**config.mk**
```make
export PLATFORM = sky130hd
export DESIGN_NAME = radix_integer_calculator_unit
export DESIGN_NICKNAME = d
export VERILOG_FILES = /design/src/hw/rtl/rcalc_pkg.sv /design/src/hw/rtl/radix_integer_calculator_unit.sv /design/src/hw/rtl/rcalc_ram.sv /design/src/hw/rtl/rcalc_datapath.sv /design/src/hw/rtl/rcalc_ctrl.sv
export SDC_FILE = /design/constraint.sdc
export NUM_CORES = 1
export LEC_CHECK = 0
export BUFFER_PORTS_ARGS = -buffer_cell sky130_fd_sc_hd__clkbuf_2
export CAP_MARGIN = 30
export CORE_MARGIN = 5
export CORE_UTILIZATION = 50
export CTS_CLUSTER_DIAMETER = 80
export DETAILED_ROUTE_END_ITERATION = 8
export GPL_ROUTABILITY_DRIVEN = 0
export PLACE_DENSITY = 0.74
export SYNTH_ARGS = -nofsm -noshare
export SYNTH_HDL_FRONTEND = slang
export SYNTH_SLANG_ARGS = --single-unit
```
**constraint.sdc**
```tcl
create_clock -name clock -period 9.15 [get_ports clock]
set_input_delay 0.915 -clock clock [delete_from_list [all_inputs] [get_ports clock]]
set_output_delay 0.915 -clock clock [all_outputs]
set_load 0.05 [all_outputs]
```
**src/hw/rtl/rcalc_pkg.sv**
```systemverilog
// Shared constants, types and character helpers for the radix integer calculator.
package rcalc_pkg;

   // Default sizes
   localparam int WORD_BITS_DEF  = 32;
   localparam int MAX_DIGITS_DEF = 32;
   localparam int DIGIT_BITS     = 5;

   // Field selectors on req_func
   localparam logic [1:0] FUNC_OP   = 2'd0;
   localparam logic [1:0] FUNC_A    = 2'd1;
   localparam logic [1:0] FUNC_B    = 2'd2;
   localparam logic [1:0] FUNC_TYPE = 2'd3;

   // Operator codes
   localparam logic [1:0] OP_NONE = 2'd0;
   localparam logic [1:0] OP_ADD  = 2'd1;
   localparam logic [1:0] OP_SUB  = 2'd2;
   localparam logic [1:0] OP_MUL  = 2'd3;

   // Error codes
   localparam logic [2:0] ERR_NONE  = 3'd0;
   localparam logic [2:0] ERR_TYPE  = 3'd1;
   localparam logic [2:0] ERR_OP    = 3'd2;
   localparam logic [2:0] ERR_BASE  = 3'd3;
   localparam logic [2:0] ERR_DIGIT = 3'd4;

   // Characters
   localparam logic [7:0] CH_PLUS  = 8'h2B;
   localparam logic [7:0] CH_MINUS = 8'h2D;
   localparam logic [7:0] CH_STAR  = 8'h2A;
   localparam logic [7:0] CH_B     = 8'h62;
   localparam logic [7:0] CH_O     = 8'h6F;
   localparam logic [7:0] CH_D     = 8'h64;
   localparam logic [7:0] CH_X     = 8'h78;
   localparam logic [7:0] CH_ZERO  = 8'h30;
   localparam logic [7:0] CH_NINE  = 8'h39;
   localparam logic [7:0] CH_LA    = 8'h61;
   localparam logic [7:0] CH_LF    = 8'h66;
   localparam logic [7:0] CH_UA    = 8'h41;
   localparam logic [7:0] CH_UF    = 8'h46;
   localparam logic [7:0] CH_NUL   = 8'h00;

   localparam logic [4:0] DIGIT_BAD = 5'd16;

   // Output word source
   typedef enum logic [2:0] {
      OUT_NONE,
      OUT_SIGN,
      OUT_LETTER,
      OUT_DIGIT,
      OUT_ERR
   } rcalc_out_sel_type;

   // Controller to datapath
   typedef struct packed {
      logic              accept;
      logic              eval;
      logic              mul_step;
      logic              mag;
      logic              div_step;
      logic              dig_wr;
      logic              rd;
      logic              clear;
      rcalc_out_sel_type out_sel;
   } rcalc_cmd_type;

   // Datapath to controller
   typedef struct packed {
      logic [2:0] error_code;
      logic       is_mul;
      logic       bit_last;
      logic       q_zero;
      logic       cnt_last;
      logic       cnt_zero;
      logic       neg;
   } rcalc_status_type;

   function automatic logic [4:0] letter_base(input logic [7:0] c);
      unique case (c)
         CH_B:    return 5'd2;
         CH_O:    return 5'd8;
         CH_D:    return 5'd10;
         CH_X:    return 5'd16;
         default: return 5'd0;
      endcase
   endfunction

   function automatic logic [7:0] base_letter(input logic [4:0] b);
      unique case (b)
         5'd2:    return CH_B;
         5'd8:    return CH_O;
         5'd10:   return CH_D;
         default: return CH_X;
      endcase
   endfunction

   function automatic logic [4:0] digit_value(input logic [7:0] c);
      logic [7:0] t;
      t = 8'd0;
      if (c >= CH_ZERO && c <= CH_NINE) begin
         t = c - CH_ZERO;
      end else if (c >= CH_LA && c <= CH_LF) begin
         t = c - CH_LA + 8'd10;
      end else if (c >= CH_UA && c <= CH_UF) begin
         t = c - CH_UA + 8'd10;
      end else begin
         t = {3'd0, DIGIT_BAD};
      end
      return t[4:0];
   endfunction

   function automatic logic [7:0] digit_char(input logic [4:0] d);
      if (d < 5'd10) begin
         return CH_ZERO + {3'd0, d};
      end
      return CH_UA + {3'd0, d} - 8'd10;
   endfunction

endpackage

```
**src/hw/rtl/radix_integer_calculator_unit.sv**
```systemverilog
// Multi-radix integer calculator: takes operator, operand and output-type
// characters one word per cycle and emits the result as characters. The word
// that ends the output-type field starts the calculation, and no input word is
// taken until its last result word is delivered: a multiply runs a shift-add
// unit, each result digit comes from the bit-serial radix divider, and each
// digit word is read from the digit RAM before it is offered. An error gives a
// single word with character 0, the error code and last set.
module radix_integer_calculator_unit #(
   parameter int WORD_BITS  = rcalc_pkg::WORD_BITS_DEF,
   parameter int MAX_DIGITS = rcalc_pkg::MAX_DIGITS_DEF
) (
   input  logic       clock,
   input  logic       reset,
   input  logic       req_valid,
   output logic       req_ready,
   input  logic [7:0] req_ch,
   input  logic [1:0] req_func,
   input  logic       req_end_of_field,
   output logic       rsp_valid,
   input  logic       rsp_ready,
   output logic [7:0] rsp_out_char,
   output logic [2:0] rsp_error_code,
   output logic       rsp_last
);
   import rcalc_pkg::*;

   rcalc_cmd_type    cmd;
   rcalc_status_type status;

   rcalc_ctrl u_ctrl (
      .clock           (clock),
      .reset           (reset),
      .req_valid       (req_valid),
      .req_ready       (req_ready),
      .req_func        (req_func),
      .req_end_of_field(req_end_of_field),
      .rsp_valid       (rsp_valid),
      .rsp_ready       (rsp_ready),
      .status          (status),
      .cmd             (cmd)
   );

   rcalc_datapath #(
      .WORD_BITS (WORD_BITS),
      .MAX_DIGITS(MAX_DIGITS)
   ) u_datapath (
      .clock           (clock),
      .reset           (reset),
      .req_ch          (req_ch),
      .req_func        (req_func),
      .req_end_of_field(req_end_of_field),
      .cmd             (cmd),
      .status          (status),
      .out_char        (rsp_out_char),
      .error_code      (rsp_error_code),
      .last            (rsp_last)
   );

   // Input is closed while a result word is pending
   assert property (@(posedge clock) disable iff (reset) rsp_valid |-> !req_ready)
      else $error("input open while result pending");

   // An error word is always the last word
   assert property (@(posedge clock) disable iff (reset)
      (rsp_valid && rsp_error_code != ERR_NONE) |-> rsp_last)
      else $error("error word without last");

   // After the last word the block returns to taking input
   assert property (@(posedge clock) disable iff (reset)
      (rsp_valid && rsp_ready && rsp_last) |=> (req_ready && !rsp_valid))
      else $error("block not idle after last word");

endmodule

```
**src/hw/rtl/rcalc_ram.sv**
```systemverilog
// Generic single-port-write, registered-read RAM.
module rcalc_ram #(
   parameter int WIDTH = 8,
   parameter int DEPTH = 32
) (
   input  logic                     clock,
   input  logic                     wr_en,
   input  logic [$clog2(DEPTH)-1:0] wr_addr,
   input  logic [WIDTH-1:0]         wr_data,
   input  logic                     rd_en,
   input  logic [$clog2(DEPTH)-1:0] rd_addr,
   output logic [WIDTH-1:0]         rd_data
);

   logic [WIDTH-1:0] mem [DEPTH];
   logic [WIDTH-1:0] rd_data_ff;

   // Write and registered read
   always_ff @(posedge clock) begin
      if (wr_en) begin
         mem[wr_addr] <= wr_data;
      end
      if (rd_en) begin
         rd_data_ff <= mem[rd_addr];
      end
   end

   assign rd_data = rd_data_ff;

endmodule

```
**src/hw/rtl/rcalc_datapath.sv**
```systemverilog
// Datapath: field parsing, operand accumulation, shift-add multiplier, radix divider, output word.
module rcalc_datapath #(
   parameter int WORD_BITS  = rcalc_pkg::WORD_BITS_DEF,
   parameter int MAX_DIGITS = rcalc_pkg::MAX_DIGITS_DEF
) (
   input  logic                       clock,
   input  logic                       reset,
   input  logic [7:0]                 req_ch,
   input  logic [1:0]                 req_func,
   input  logic                       req_end_of_field,
   input  rcalc_pkg::rcalc_cmd_type   cmd,
   output rcalc_pkg::rcalc_status_type status,
   output logic [7:0]                 out_char,
   output logic [2:0]                 error_code,
   output logic                       last
);
   import rcalc_pkg::*;

   localparam int BW = $clog2(WORD_BITS);
   localparam int CW = $clog2(MAX_DIGITS + 1);
   localparam int AW = $clog2(MAX_DIGITS);

   // Parse state
   logic [1:0]           op_ff, op_in;
   logic [5:0]           pos_ff, pos_in;
   logic [4:0]           base_ff, base_in;
   logic                 neg_ff, neg_in;
   logic [WORD_BITS-1:0] acc_ff, acc_in;
   logic [WORD_BITS-1:0] first_ff, first_in;
   logic [3:0]           flags_ff, flags_in;

   // Compute state
   logic [WORD_BITS-1:0] prod_ff, mcand_ff, mplier_ff, q_ff;
   logic [4:0]           rem_ff;
   logic [BW-1:0]        bcnt_ff;
   logic [CW-1:0]        cnt_ff;
   logic                 rneg_ff;
   logic [7:0]           out_char_ff;
   logic [2:0]           err_ff;
   logic                 last_ff;

   logic [WORD_BITS-1:0] scaled;
   logic [4:0]           dval;
   logic [2:0]           err_now;
   logic [5:0]           div_t, div_diff;
   logic                 div_ge;
   logic [CW-1:0]        cnt_dec;
   logic [DIGIT_BITS-1:0] rd_data;

   // Scale accumulator by the operand base
   always_comb begin
      unique case (base_ff)
         5'd2:    scaled = acc_ff << 1;
         5'd8:    scaled = acc_ff << 3;
         5'd10:   scaled = (acc_ff << 3) + (acc_ff << 1);
         default: scaled = acc_ff << 4;
      endcase
   end

   assign dval = digit_value(req_ch);

   // Next parse state for an accepted character
   always_comb begin
      op_in    = op_ff;
      base_in  = base_ff;
      neg_in   = neg_ff;
      acc_in   = acc_ff;
      first_in = first_ff;
      flags_in = flags_ff;
      pos_in   = pos_ff;
      if (cmd.accept) begin
         unique case (req_func)
            FUNC_OP: begin
               if (pos_ff == 6'd0) begin
                  op_in = (req_ch == CH_PLUS)  ? OP_ADD :
                          (req_ch == CH_MINUS) ? OP_SUB :
                          (req_ch == CH_STAR)  ? OP_MUL : OP_NONE;
               end
            end
            FUNC_A, FUNC_B: begin
               if (pos_ff == 6'd0) begin
                  base_in = 5'd0;
                  neg_in  = 1'b0;
                  acc_in  = '0;
               end
               if (pos_ff == 6'd0 && req_ch == CH_MINUS) begin
                  neg_in = 1'b1;
               end else if (pos_ff == 6'd0 || (pos_ff == 6'd1 && neg_in)) begin
                  base_in = letter_base(req_ch);
                  if (base_in == 5'd0) begin
                     flags_in[{req_func[1], 1'b0}] = 1'b1;
                  end
               end else if (base_ff != 5'd0) begin
                  if (dval >= base_ff) begin
                     flags_in[{req_func[1], 1'b1}] = 1'b1;
                  end else begin
                     acc_in = scaled + {{(WORD_BITS-5){1'b0}}, dval};
                  end
               end
               if (req_end_of_field) begin
                  if (base_in == 5'd0) begin
                     flags_in[{req_func[1], 1'b0}] = 1'b1;
                  end
                  if (neg_in) begin
                     acc_in = '0 - acc_in;
                  end
                  if (req_func == FUNC_A) begin
                     first_in = acc_in;
                  end
               end
            end
            FUNC_TYPE: begin
               if (pos_ff == 6'd0) begin
                  base_in = letter_base(req_ch);
               end
            end
            default: begin
            end
         endcase
         pos_in = req_end_of_field ? 6'd0 : (pos_ff == 6'd63 ? 6'd63 : pos_ff + 6'd1);
      end
      if (cmd.clear) begin
         op_in    = OP_NONE;
         base_in  = 5'd0;
         neg_in   = 1'b0;
         acc_in   = '0;
         first_in = '0;
         flags_in = 4'd0;
      end
   end

   // Hold parse state
   always_ff @(posedge clock) begin
      if (reset) begin
         op_ff    <= OP_NONE;
         pos_ff   <= 6'd0;
         base_ff  <= 5'd0;
         neg_ff   <= 1'b0;
         acc_ff   <= '0;
         first_ff <= '0;
         flags_ff <= 4'd0;
      end else begin
         op_ff    <= op_in;
         pos_ff   <= pos_in;
         base_ff  <= base_in;
         neg_ff   <= neg_in;
         acc_ff   <= acc_in;
         first_ff <= first_in;
         flags_ff <= flags_in;
      end
   end

   // Error priority
   always_comb begin
      priority if (base_ff == 5'd0) err_now = ERR_TYPE;
      else if (op_ff == OP_NONE)    err_now = ERR_OP;
      else if (flags_ff[0])         err_now = ERR_BASE;
      else if (flags_ff[1])         err_now = ERR_DIGIT;
      else if (flags_ff[2])         err_now = ERR_BASE;
      else if (flags_ff[3])         err_now = ERR_DIGIT;
      else                          err_now = ERR_NONE;
   end

   // One restoring division step by the base
   assign div_t    = {rem_ff, q_ff[WORD_BITS-1]};
   assign div_ge   = div_t >= {1'b0, base_ff};
   assign div_diff = div_t - {1'b0, base_ff};
   assign cnt_dec  = cnt_ff - CW'(1);

   // Advance multiplier, divider and bit counter
   always_ff @(posedge clock) begin
      if (cmd.eval) begin
         prod_ff   <= (op_ff == OP_ADD) ? first_ff + acc_ff :
                      (op_ff == OP_SUB) ? first_ff - acc_ff : '0;
         mcand_ff  <= first_ff;
         mplier_ff <= acc_ff;
         bcnt_ff   <= '0;
      end
      if (cmd.mul_step) begin
         if (mplier_ff[0]) begin
            prod_ff <= prod_ff + mcand_ff;
         end
         mcand_ff  <= mcand_ff << 1;
         mplier_ff <= mplier_ff >> 1;
         bcnt_ff   <= bcnt_ff + BW'(1);
      end
      if (cmd.mag) begin
         rneg_ff <= prod_ff[WORD_BITS-1];
         q_ff    <= prod_ff[WORD_BITS-1] ? '0 - prod_ff : prod_ff;
         rem_ff  <= 5'd0;
         bcnt_ff <= '0;
      end
      if (cmd.div_step) begin
         rem_ff  <= div_ge ? div_diff[4:0] : div_t[4:0];
         q_ff    <= {q_ff[WORD_BITS-2:0], div_ge};
         bcnt_ff <= bcnt_ff + BW'(1);
      end
      if (cmd.dig_wr) begin
         rem_ff  <= 5'd0;
         bcnt_ff <= '0;
      end
   end

   // Digit count
   always_ff @(posedge clock) begin
      if (reset) begin
         cnt_ff <= '0;
      end else if (cmd.mag) begin
         cnt_ff <= '0;
      end else if (cmd.dig_wr) begin
         cnt_ff <= cnt_ff + CW'(1);
      end else if (cmd.rd) begin
         cnt_ff <= cnt_dec;
      end
   end

   rcalc_ram #(
      .WIDTH(DIGIT_BITS),
      .DEPTH(MAX_DIGITS)
   ) u_digits (
      .clock  (clock),
      .wr_en  (cmd.dig_wr),
      .wr_addr(cnt_ff[AW-1:0]),
      .wr_data(rem_ff),
      .rd_en  (cmd.rd),
      .rd_addr(cnt_dec[AW-1:0]),
      .rd_data(rd_data)
   );

   // Load the output word
   always_ff @(posedge clock) begin
      unique case (cmd.out_sel)
         OUT_SIGN: begin
            out_char_ff <= CH_MINUS;
            err_ff      <= ERR_NONE;
            last_ff     <= 1'b0;
         end
         OUT_LETTER: begin
            out_char_ff <= base_letter(base_ff);
            err_ff      <= ERR_NONE;
            last_ff     <= 1'b0;
         end
         OUT_DIGIT: begin
            out_char_ff <= digit_char(rd_data);
            err_ff      <= ERR_NONE;
            last_ff     <= (cnt_ff == '0);
         end
         OUT_ERR: begin
            out_char_ff <= CH_NUL;
            err_ff      <= err_now;
            last_ff     <= 1'b1;
         end
         default: begin
         end
      endcase
   end

   assign out_char   = out_char_ff;
   assign error_code = err_ff;
   assign last       = last_ff;

   assign status.error_code = err_now;
   assign status.is_mul     = (op_ff == OP_MUL);
   assign status.bit_last   = (bcnt_ff == BW'(WORD_BITS - 1));
   assign status.q_zero     = (q_ff == '0);
   assign status.cnt_last   = (cnt_ff == CW'(MAX_DIGITS - 1));
   assign status.cnt_zero   = (cnt_ff == '0);
   assign status.neg        = rneg_ff;

endmodule

```
**src/hw/rtl/rcalc_ctrl.sv**
```systemverilog
// Controller: sequences parsing, evaluation, digit conversion and result emission.
module rcalc_ctrl (
   input  logic                        clock,
   input  logic                        reset,
   input  logic                        req_valid,
   output logic                        req_ready,
   input  logic [1:0]                  req_func,
   input  logic                        req_end_of_field,
   output logic                        rsp_valid,
   input  logic                        rsp_ready,
   input  rcalc_pkg::rcalc_status_type status,
   output rcalc_pkg::rcalc_cmd_type    cmd
);
   import rcalc_pkg::*;

   typedef enum logic [3:0] {
      S_IDLE,
      S_EVAL,
      S_MUL,
      S_MAG,
      S_DIV,
      S_WR,
      S_SIGN,
      S_LETTER,
      S_RD,
      S_DIG,
      S_ERR
   } state_type;

   state_type state_ff, state_in;
   logic      valid_ff, valid_in;

   assign req_ready = (state_ff == S_IDLE);
   assign rsp_valid = valid_ff;

   // Next state and commands
   always_comb begin
      state_in     = state_ff;
      valid_in     = valid_ff;
      cmd.accept   = 1'b0;
      cmd.eval     = 1'b0;
      cmd.mul_step = 1'b0;
      cmd.mag      = 1'b0;
      cmd.div_step = 1'b0;
      cmd.dig_wr   = 1'b0;
      cmd.rd       = 1'b0;
      cmd.clear    = 1'b0;
      cmd.out_sel  = OUT_NONE;
      unique case (state_ff)
         S_IDLE: begin
            cmd.accept = req_valid;
            if (req_valid && req_func == FUNC_TYPE && req_end_of_field) begin
               state_in = S_EVAL;
            end
         end
         S_EVAL: begin
            if (status.error_code != ERR_NONE) begin
               state_in = S_ERR;
            end else begin
               cmd.eval = 1'b1;
               state_in = status.is_mul ? S_MUL : S_MAG;
            end
         end
         S_MUL: begin
            cmd.mul_step = 1'b1;
            if (status.bit_last) begin
               state_in = S_MAG;
            end
         end
         S_MAG: begin
            cmd.mag  = 1'b1;
            state_in = S_DIV;
         end
         S_DIV: begin
            cmd.div_step = 1'b1;
            if (status.bit_last) begin
               state_in = S_WR;
            end
         end
         S_WR: begin
            cmd.dig_wr = 1'b1;
            if (!status.q_zero && !status.cnt_last) begin
               state_in = S_DIV;
            end else begin
               state_in = status.neg ? S_SIGN : S_LETTER;
            end
         end
         S_SIGN: begin
            if (!valid_ff) begin
               cmd.out_sel = OUT_SIGN;
               valid_in    = 1'b1;
            end else if (rsp_ready) begin
               valid_in = 1'b0;
               state_in = S_LETTER;
            end
         end
         S_LETTER: begin
            if (!valid_ff) begin
               cmd.out_sel = OUT_LETTER;
               valid_in    = 1'b1;
            end else if (rsp_ready) begin
               valid_in = 1'b0;
               state_in = S_RD;
            end
         end
         S_RD: begin
            cmd.rd   = 1'b1;
            state_in = S_DIG;
         end
         S_DIG: begin
            if (!valid_ff) begin
               cmd.out_sel = OUT_DIGIT;
               valid_in    = 1'b1;
            end else if (rsp_ready) begin
               valid_in = 1'b0;
               if (status.cnt_zero) begin
                  cmd.clear = 1'b1;
                  state_in  = S_IDLE;
               end else begin
                  state_in = S_RD;
               end
            end
         end
         S_ERR: begin
            if (!valid_ff) begin
               cmd.out_sel = OUT_ERR;
               valid_in    = 1'b1;
            end else if (rsp_ready) begin
               valid_in  = 1'b0;
               cmd.clear = 1'b1;
               state_in  = S_IDLE;
            end
         end
         default: begin
            state_in = S_IDLE;
         end
      endcase
   end

   // Hold state and output valid
   always_ff @(posedge clock) begin
      if (reset) begin
         state_ff <= S_IDLE;
         valid_ff <= 1'b0;
      end else begin
         state_ff <= state_in;
         valid_ff <= valid_in;
      end
   end

endmodule

```
==> results of run 1 <==
-- metrics by stage --
stage          hold slack, ps  cells  power [µW]
4_1_cts                 470.2   3609        6632
6_report                462.9   3610        6621
5_1_grt                 495.6   3610        6978
3_5_place_dp            454.4   3528        4813
2_1_floorplan           436.6   2931        4219
3_3_place_gp            447.8   3518        4686
-- layout make-up --
cell class | instances | area share [%]
multi-input cells | 2248 | 52.04
flip-flops and latches | 408 | 36.85
clock buffers | 64 | 4.254
well taps | 696 | 2.949
repair buffers | 65 | 1.699
inverters | 112 | 1.424
clock inverters | 17 | 0.7838
-- synthesized netlist by cell type (10+ instances only) --
master | instances | share of area [%]
nand3b_1 | 17 | 0.47
o21ai_0 | 213 | 3.9
a22o_1 | 36 | 1.2
buf_1 | 24 | 0.33
o41ai_1 | 13 | 0.42
a221o_1 | 13 | 0.48
nand4_1 | 21 | 0.48
nand2_1 | 307 | 4.2
or3_1 | 37 | 0.85
clkbuf_1 | 127 | 1.7
nor3b_1 | 11 | 0.30
o22ai_1 | 10 | 0.23
a211oi_1 | 32 | 0.88
and3_1 | 25 | 0.57
mux2i_1 | 13 | 0.48
and2_1 | 17 | 0.39
a22oi_1 | 16 | 0.44
nor3_1 | 66 | 1.2
o21a_1 | 18 | 0.50
nor2b_1 | 32 | 0.73
or2_2 | 15 | 0.34
ha_1 | 155 | 7.1
mux4_2 | 50 | 4.1
or4_1 | 11 | 0.30
o31ai_1 | 21 | 0.58
inv_1 | 110 | 1.5
nor4_1 | 27 | 0.62
a21o_1 | 35 | 0.96
o21bai_1 | 27 | 0.74
xor2_1 | 88 | 2.8
dfxtp_1 | 137 | 10
a21oi_1 | 213 | 3.9
a221oi_1 | 18 | 0.58
a31oi_1 | 45 | 1.0
xnor2_1 | 87 | 2.8
edfxtp_1 | 271 | 30
nand2b_1 | 34 | 0.78
nand3_1 | 74 | 1.4
o221ai_1 | 18 | 0.58
o211ai_1 | 40 | 1.1
nor2_1 | 248 | 3.4
-- registers in the layout (all words and copies together), names as in the netlist --
signal	flops
u_datapath.u_digits.mem	160
u_datapath.acc_ff	32
u_datapath.first_ff	32
u_datapath.mcand_ff	32
u_datapath.mplier_ff	32
u_datapath.prod_ff	32
u_datapath.q_ff	32
u_datapath.out_char	7
u_datapath.cnt_ff	6
u_datapath.pos_ff	6
u_datapath.base_ff	5
u_datapath.bcnt_ff	5
u_datapath.rem_ff	5
u_datapath.u_digits.rd_data	5
u_ctrl.state_ff	4
u_datapath.flags_ff	4
u_datapath.error_code	3
u_datapath.op_ff	2
u_ctrl.rsp_valid	1
u_datapath.last	1
u_datapath.neg_ff	1
u_datapath.rneg_ff	1
-- cells by family after synthesis --
logic type,count (synthesis),synth area share (%)
compound gates,860,20.57
xor+xnor,175,5.617
fa+ha+maj,161,7.548
buf+inv,275,3.880
flops,408,39.88
mux,73,5.017
other cells,1,0.01374
simple gates,978,17.48
-- how the worst max path moves through the flow --
stage | cells past startpoint | to | slack [ps] | from
6_report | 28 | u_datapath.first_ff[28] | 2070 | req_ch[0]
5_1_grt | 28 | u_datapath.first_ff[28] | 1580 | req_ch[0]
4_1_cts | 28 | u_datapath.first_ff[28] | 2260 | req_ch[0]
3_5_place_dp | 28 | u_datapath.first_ff[28] | 1650 | req_ch[0]
3_3_place_gp | 27 | u_datapath.first_ff[28] | 1430 | req_ch[0]
2_1_floorplan | 30 | u_datapath.first_ff[28] | 2190 | req_ch[3]
-- worst max-delay path: cells and delay by family --
| family | cells | cell delay, ps |
|---|---|---|
| muxes | 1 | 230 |
| buffers and inverters | 4 | 520 |
| adders and majority gates | 3 | 820 |
| AOI/OAI and AO/OA | 10 | 1950 |
| and+or+nand+nor | 10 | 3080 |
-- power groups by stage --
stage	clock, µW	combinational (µW)	sequential, µW
6_report	1820	2250	2560
5_1_grt	1920	2470	2580
4_1_cts	1840	2240	2550
3_5_place_dp	0	2230	2590
3_3_place_gp	0	2090	2600
2_1_floorplan	0	1670	2550
-- metal layers --
metal	wire length, µm	GRT usage [%]	vias up	part of all wire [%]
li1	-	-	10820	-
met1	30780	31.73	11090	42
met4	2286	7.717	2	3.1
met5	20	0	-	0.027
met3	5635	4.384	175	7.7
met2	34150	38.80	967	47
==> impl_metrics.ini, run 1 <==
[power]
p_switching_uw = 2293
intPower_uw = 4329
ir_worst_vdd_mv = 0.1667
pwr-share-comb_pct = 34.0
p_leak_uw = 0.01050
powerDensity_nw_per_um2 = 224.2
clock_power_share_pct = 27.4
pwr-share-seq_pct = 38.6
swShare_pct = 34.63

[clock_tree]
cts_buffers = 44
clock-root-buffer = clkbuf_16
clk_pin_slew_ps = 60
htreeDepth = 2
clock_latency_ps = 610
hold_buffers = 0
cts_sinks = 408
postCtsSetupRepairBufs = 0
clockBufferDepth = 3
cts_tree = yes
cts.repair.resized = 0

[worst_setup_path]
reg2reg_depth = 18
critPathMaxFanout = 28
r2r_slack_ps = 2490
worst_ep_required_time_ps = 9590
crit_path_max_incr_delay_ps = 610
r2r_end = u_datapath.first_ff[28]
critPathSlowestCell = nor4b_2
critPathKind = in -> reg
worstPathArrival_ps = 7520
start_kind = input port
r2r_start = u_datapath.base_ff[3]
cp-end-kind = flop

[grt]
grt_overflow = 0
grt_pass1_vias = 21770
globalRouteTotalUtil_pct = 23.58
grt_pass1_wl_mm = 116.7
grt_max_degree = 96
antenna_found_initial = 1

[layout]
final_cell_mix = nand2_1, edfxtp_1, nor2_1
syn_to_final_growth_pct = 8.231
nNetsFinal = 3055
fin_area_um2 = 29530
final-seq-area_um2 = 10880
diodes = 0
drive_gt1_share_pct = 8.408
postLayoutCoreUtil_pct = 54.77
multi_input_area_um2 = 15370
final_common_cell = nand2_1
nFillCells = 4536

[sta]
setup-tns-final_ps = 0
tightestPinTransition_ps = 1030
rsz0062_at_grt = no
skew_ps = 33.78
timing.fmax_mhz = 141.3
hold_violations = 0
worst_slack_ps = 2073
slew_headroom_pct = 31.16
finalCritPeriodShare_pct = 77.34
setup_viol = 0
slew_viol_final = 0
fin_crit_ps = 7077

[routing]
vias = 23060
routedWlPerCell_um = 20.19
wirelength_mm = 72.88
drt-initial-drc-count = 2330
drc_errors = 0
first_pass_iters = 8
final_antenna_net_count = 0
vias_per_cell = 6.388

[logic_synthesis]
synth_fp_nets = 3107
async_reset_ff_share_pct = 0
synth_edf_count = 271
ys_warn_count = 0
ys_ff_latch = 408
synthCells = 2931
ys_seq_area_share_pct = 39.88
syn-cell-area_um2 = 27280
synthDistinctLibCells = 100
synthFlopType = edfxtp_1
syn_avg_cell_area_um2 = 9.309

[place]
placed_area_um2 = 28030
port_buffers = 27
dp_hpwl_mm = 53.29
dp_slack_ps = 1650

[floorplan]
die_area_um2 = 59340
boundaryPins = 29
initial_utilization_pct = 50.60
rows = 85
core-area_um2 = 53920
die_h_um = 243.6
die_w_um = 243.6

[min_path]
worstHoldEndpoint = u_datapath.mplier_ff[31]
hp-class = reg -> reg
worstHoldPathCells = 2
hold_path.startpoint = u_datapath.mplier_ff[31]

[outcome]
outcome = finished clean

[run]
maxCapViolCount = 0
Power figures use the tool's default switching activity.
==> inputs of run 2 (changes only) <==
- ABC_AREA: unset -> 1
- PLACE_DENSITY: 0.74 -> 0.77
- clock period: 9.15 -> 6.19 ns (I/O delays scaled with it)
==> run 2 against run 1 <==
Against the previous run:
- sequential cell count stayed put
- combinational power grew 92%
- die area grew 6.0%
- core utilization decreased by 0.31 points
- area after synthesis is 6.2% higher
- largest power group is now combinational cells
- final cell count grew 32%
- count of clock-buffer cells in the layout grew 4
==> impl_metrics.ini, run 2 <==
[clock_tree]
cts_sinks = 408
htreeDepth = 2
cts.repair.resized = 0
cts_buffers = 47
clockBufferDepth = 3
postCtsSetupRepairBufs = 0
hold_buffers = 0
clock-root-buffer = clkbuf_16
cts_tree = yes
clk_pin_slew_ps = 60
clock_latency_ps = 620

[routing]
drt-initial-drc-count = 3221
wl_met3_mm = 7.677
met2_length_mm = 34.36
routedWlPerCell_um = 16.86
met1_length_mm = 36.05
first_pass_iters = 6
drc_errors = 0
final_antenna_net_count = 0
vias_per_cell = 5.698
maxUsedRoutingLayer = met4
vias = 27210
wirelength_mm = 80.54

[layout]
largest_reg_flops = 160
diodes = 0
final_common_cell = nand2_1
multi_input_area_um2 = 15540
drive_gt1_share_pct = 5.211
nFillCells = 5384
nNetsFinal = 4148
largest-register = u_datapath.u_digits.mem
final-seq-area_um2 = 10880
syn_to_final_growth_pct = 8.211
final_cell_mix = nand2_1, inv_1, nor2_1

[place]
port_buffers = 27
dp_hpwl_mm = 59.64
dp_slack_ps = 710.1

[power]
clock_power_share_pct = 26.8
swShare_pct = 40.70
p_switching_uw = 4458
pwr-share-seq_pct = 33.8
powerDensity_nw_per_um2 = 349.3
p_leak_uw = 0.01379
ir_worst_vdd_mv = 0.2954
pwr-share-comb_pct = 39.4
intPower_uw = 6495

[floorplan]
die_h_um = 250.8
rows = 88
initial_utilization_pct = 50.33
die_w_um = 250.8
die_area_um2 = 62880
boundaryPins = 29
core-area_um2 = 57590

[logic_synthesis]
ys_seq_area_share_pct = 37.54
synthCells = 4012
async_reset_ff_share_pct = 0
synth_top_area_share_pct = 28.08
synthDistinctLibCells = 63
synth_fp_nets = 4188
yosysTopAreaCell = edfxtp_1
ys_warn_count = 0
syn_avg_cell_area_um2 = 7.224
post-synth-top-count-cell = nand2_1
synthTopCellsByCount = nand2_1, inv_1, nor2_1
synthTopCellsByArea = edfxtp_1, nand2_1, dfxtp_1
synth_edf_count = 271
synthFlopType = edfxtp_1
syn-cell-area_um2 = 28980
ys_ff_latch = 408

[sta]
slew_headroom_pct = 30.85
timing.fmax_mhz = 196.3
worst_slack_ps = 1097
setup_viol = 0
hold_violations = 0
skew_ps = 42.21
setup-tns-final_ps = 0
tightestPinTransition_ps = 1036
finalCritPeriodShare_pct = 82.28
fin_crit_ps = 5093
slew_viol_final = 0
rsz0062_at_grt = no

[worst_setup_path]
crit_path_start = u_datapath.base_ff[0]
critPathBufInv = 2
path_common_cell = nand2_1
crit_path_max_incr_delay_ps = 420
start_kind = flop
r2r_start = u_datapath.base_ff[0]
critPathKind = reg -> reg
critPathMaxFanout = 42
worst_ep_required_time_ps = 6680
worstPathArrival_ps = 5580
critPathTopFamily = simple AND/OR/NAND/NOR gates
cp-end-kind = flop
critPathSlowestCell = dfxtp_1

[grt]
grt_max_degree = 91
grt_overflow = 0
antenna_found_initial = 1
grt_pass1_wl_mm = 129.3
globalRouteTotalUtil_pct = 24.58
grt_pass1_vias = 24770

[min_path]
hp-class = in -> reg
hold_path.startpoint = req_func[1]

[run]
maxCapViolCount = 0

[outcome]
outcome = finished clean
run 2: cell count changes after synthesis, sizes merged, moves of 60 or more:
cell,change
a21oi,+139
nand2,+638
nand3,+136
xnor2,-60
inv,+411
o21ai,+144
nor2,+217
run 2: cells by family (layout without fill, tap and decap cells):
logic type,count (synthesis),in the layout,synth area share (%)
adders and majority gates,161,161,7.106
other,1,1,0.01294
muxes,16,16,0.5526
xor gates and xnor gates,87,87,2.629
AOI/OAI and AO/OA,913,913,17.86
DFF,408,408,37.54
buffers and inverters,671,670,8.954
and+or+nand+nor,1755,1755,25.34
run 2: power groups by stage:
stage	Combinational, µW	Sequential (µW)	Clock [µW]
final	4320	3700	2930
after global placement	4090	3760	0
after CTS	4220	3690	2960
after floorplan	3170	3680	0
after detailed placement	4190	3750	0
after global routing	4840	3740	3070
run 2: per-layer routing:
metal	GRT usage, %	vias up
li1	-	13390
met1	35.50	12470
met2	37.64	1181
met3	4.718	171
met4	7.500	0
met5	0	-
run 2: path summary, 6_finish.rpt:
| kind | to | cells after the start | slack [ps] |
|---|---|---|---|
| worst max-delay path | u_datapath.first_ff[24] | 28 | 1100 |
| worst min-delay path | u_datapath.flags_ff[3] | 3 | 310 |
| worst max register to register | u_datapath.first_ff[24] | 28 | 1100 |
| worst min register to register | u_datapath.bcnt_ff[4] | 2 | 470 |
run 2: metrics by stage:
step	std cells	utilization [%]	instance area [µm²]	power (µW)	hold WS, ps
floorplan	4012	-	28980	6850	437.6
global placement	4687	51.57	29700	7847	454.2
detailed placement	4688	51.60	29710	7936	467.2
CTS	4776	54.46	31360	10880	290.7
global route	4776	54.46	31360	11640	352.3
finish	4776	54.46	31360	10950	311.3
run 2: area by class of cell:
type                       instances  area share, %
multi-input combinational       2933          49.54
sequential                       408          34.70
inverter                         526          6.304
clock buffer                      68          4.229
tap                              765          3.052
timing repair buffer              56          1.149
clock inverter                    20          1.029
run 2: worst min-delay path: cells and delay by family:
family | cells | cell delay (ps)
simple gates | 1 | 70
compound gates | 1 | 70
buf+inv | 1 | 120
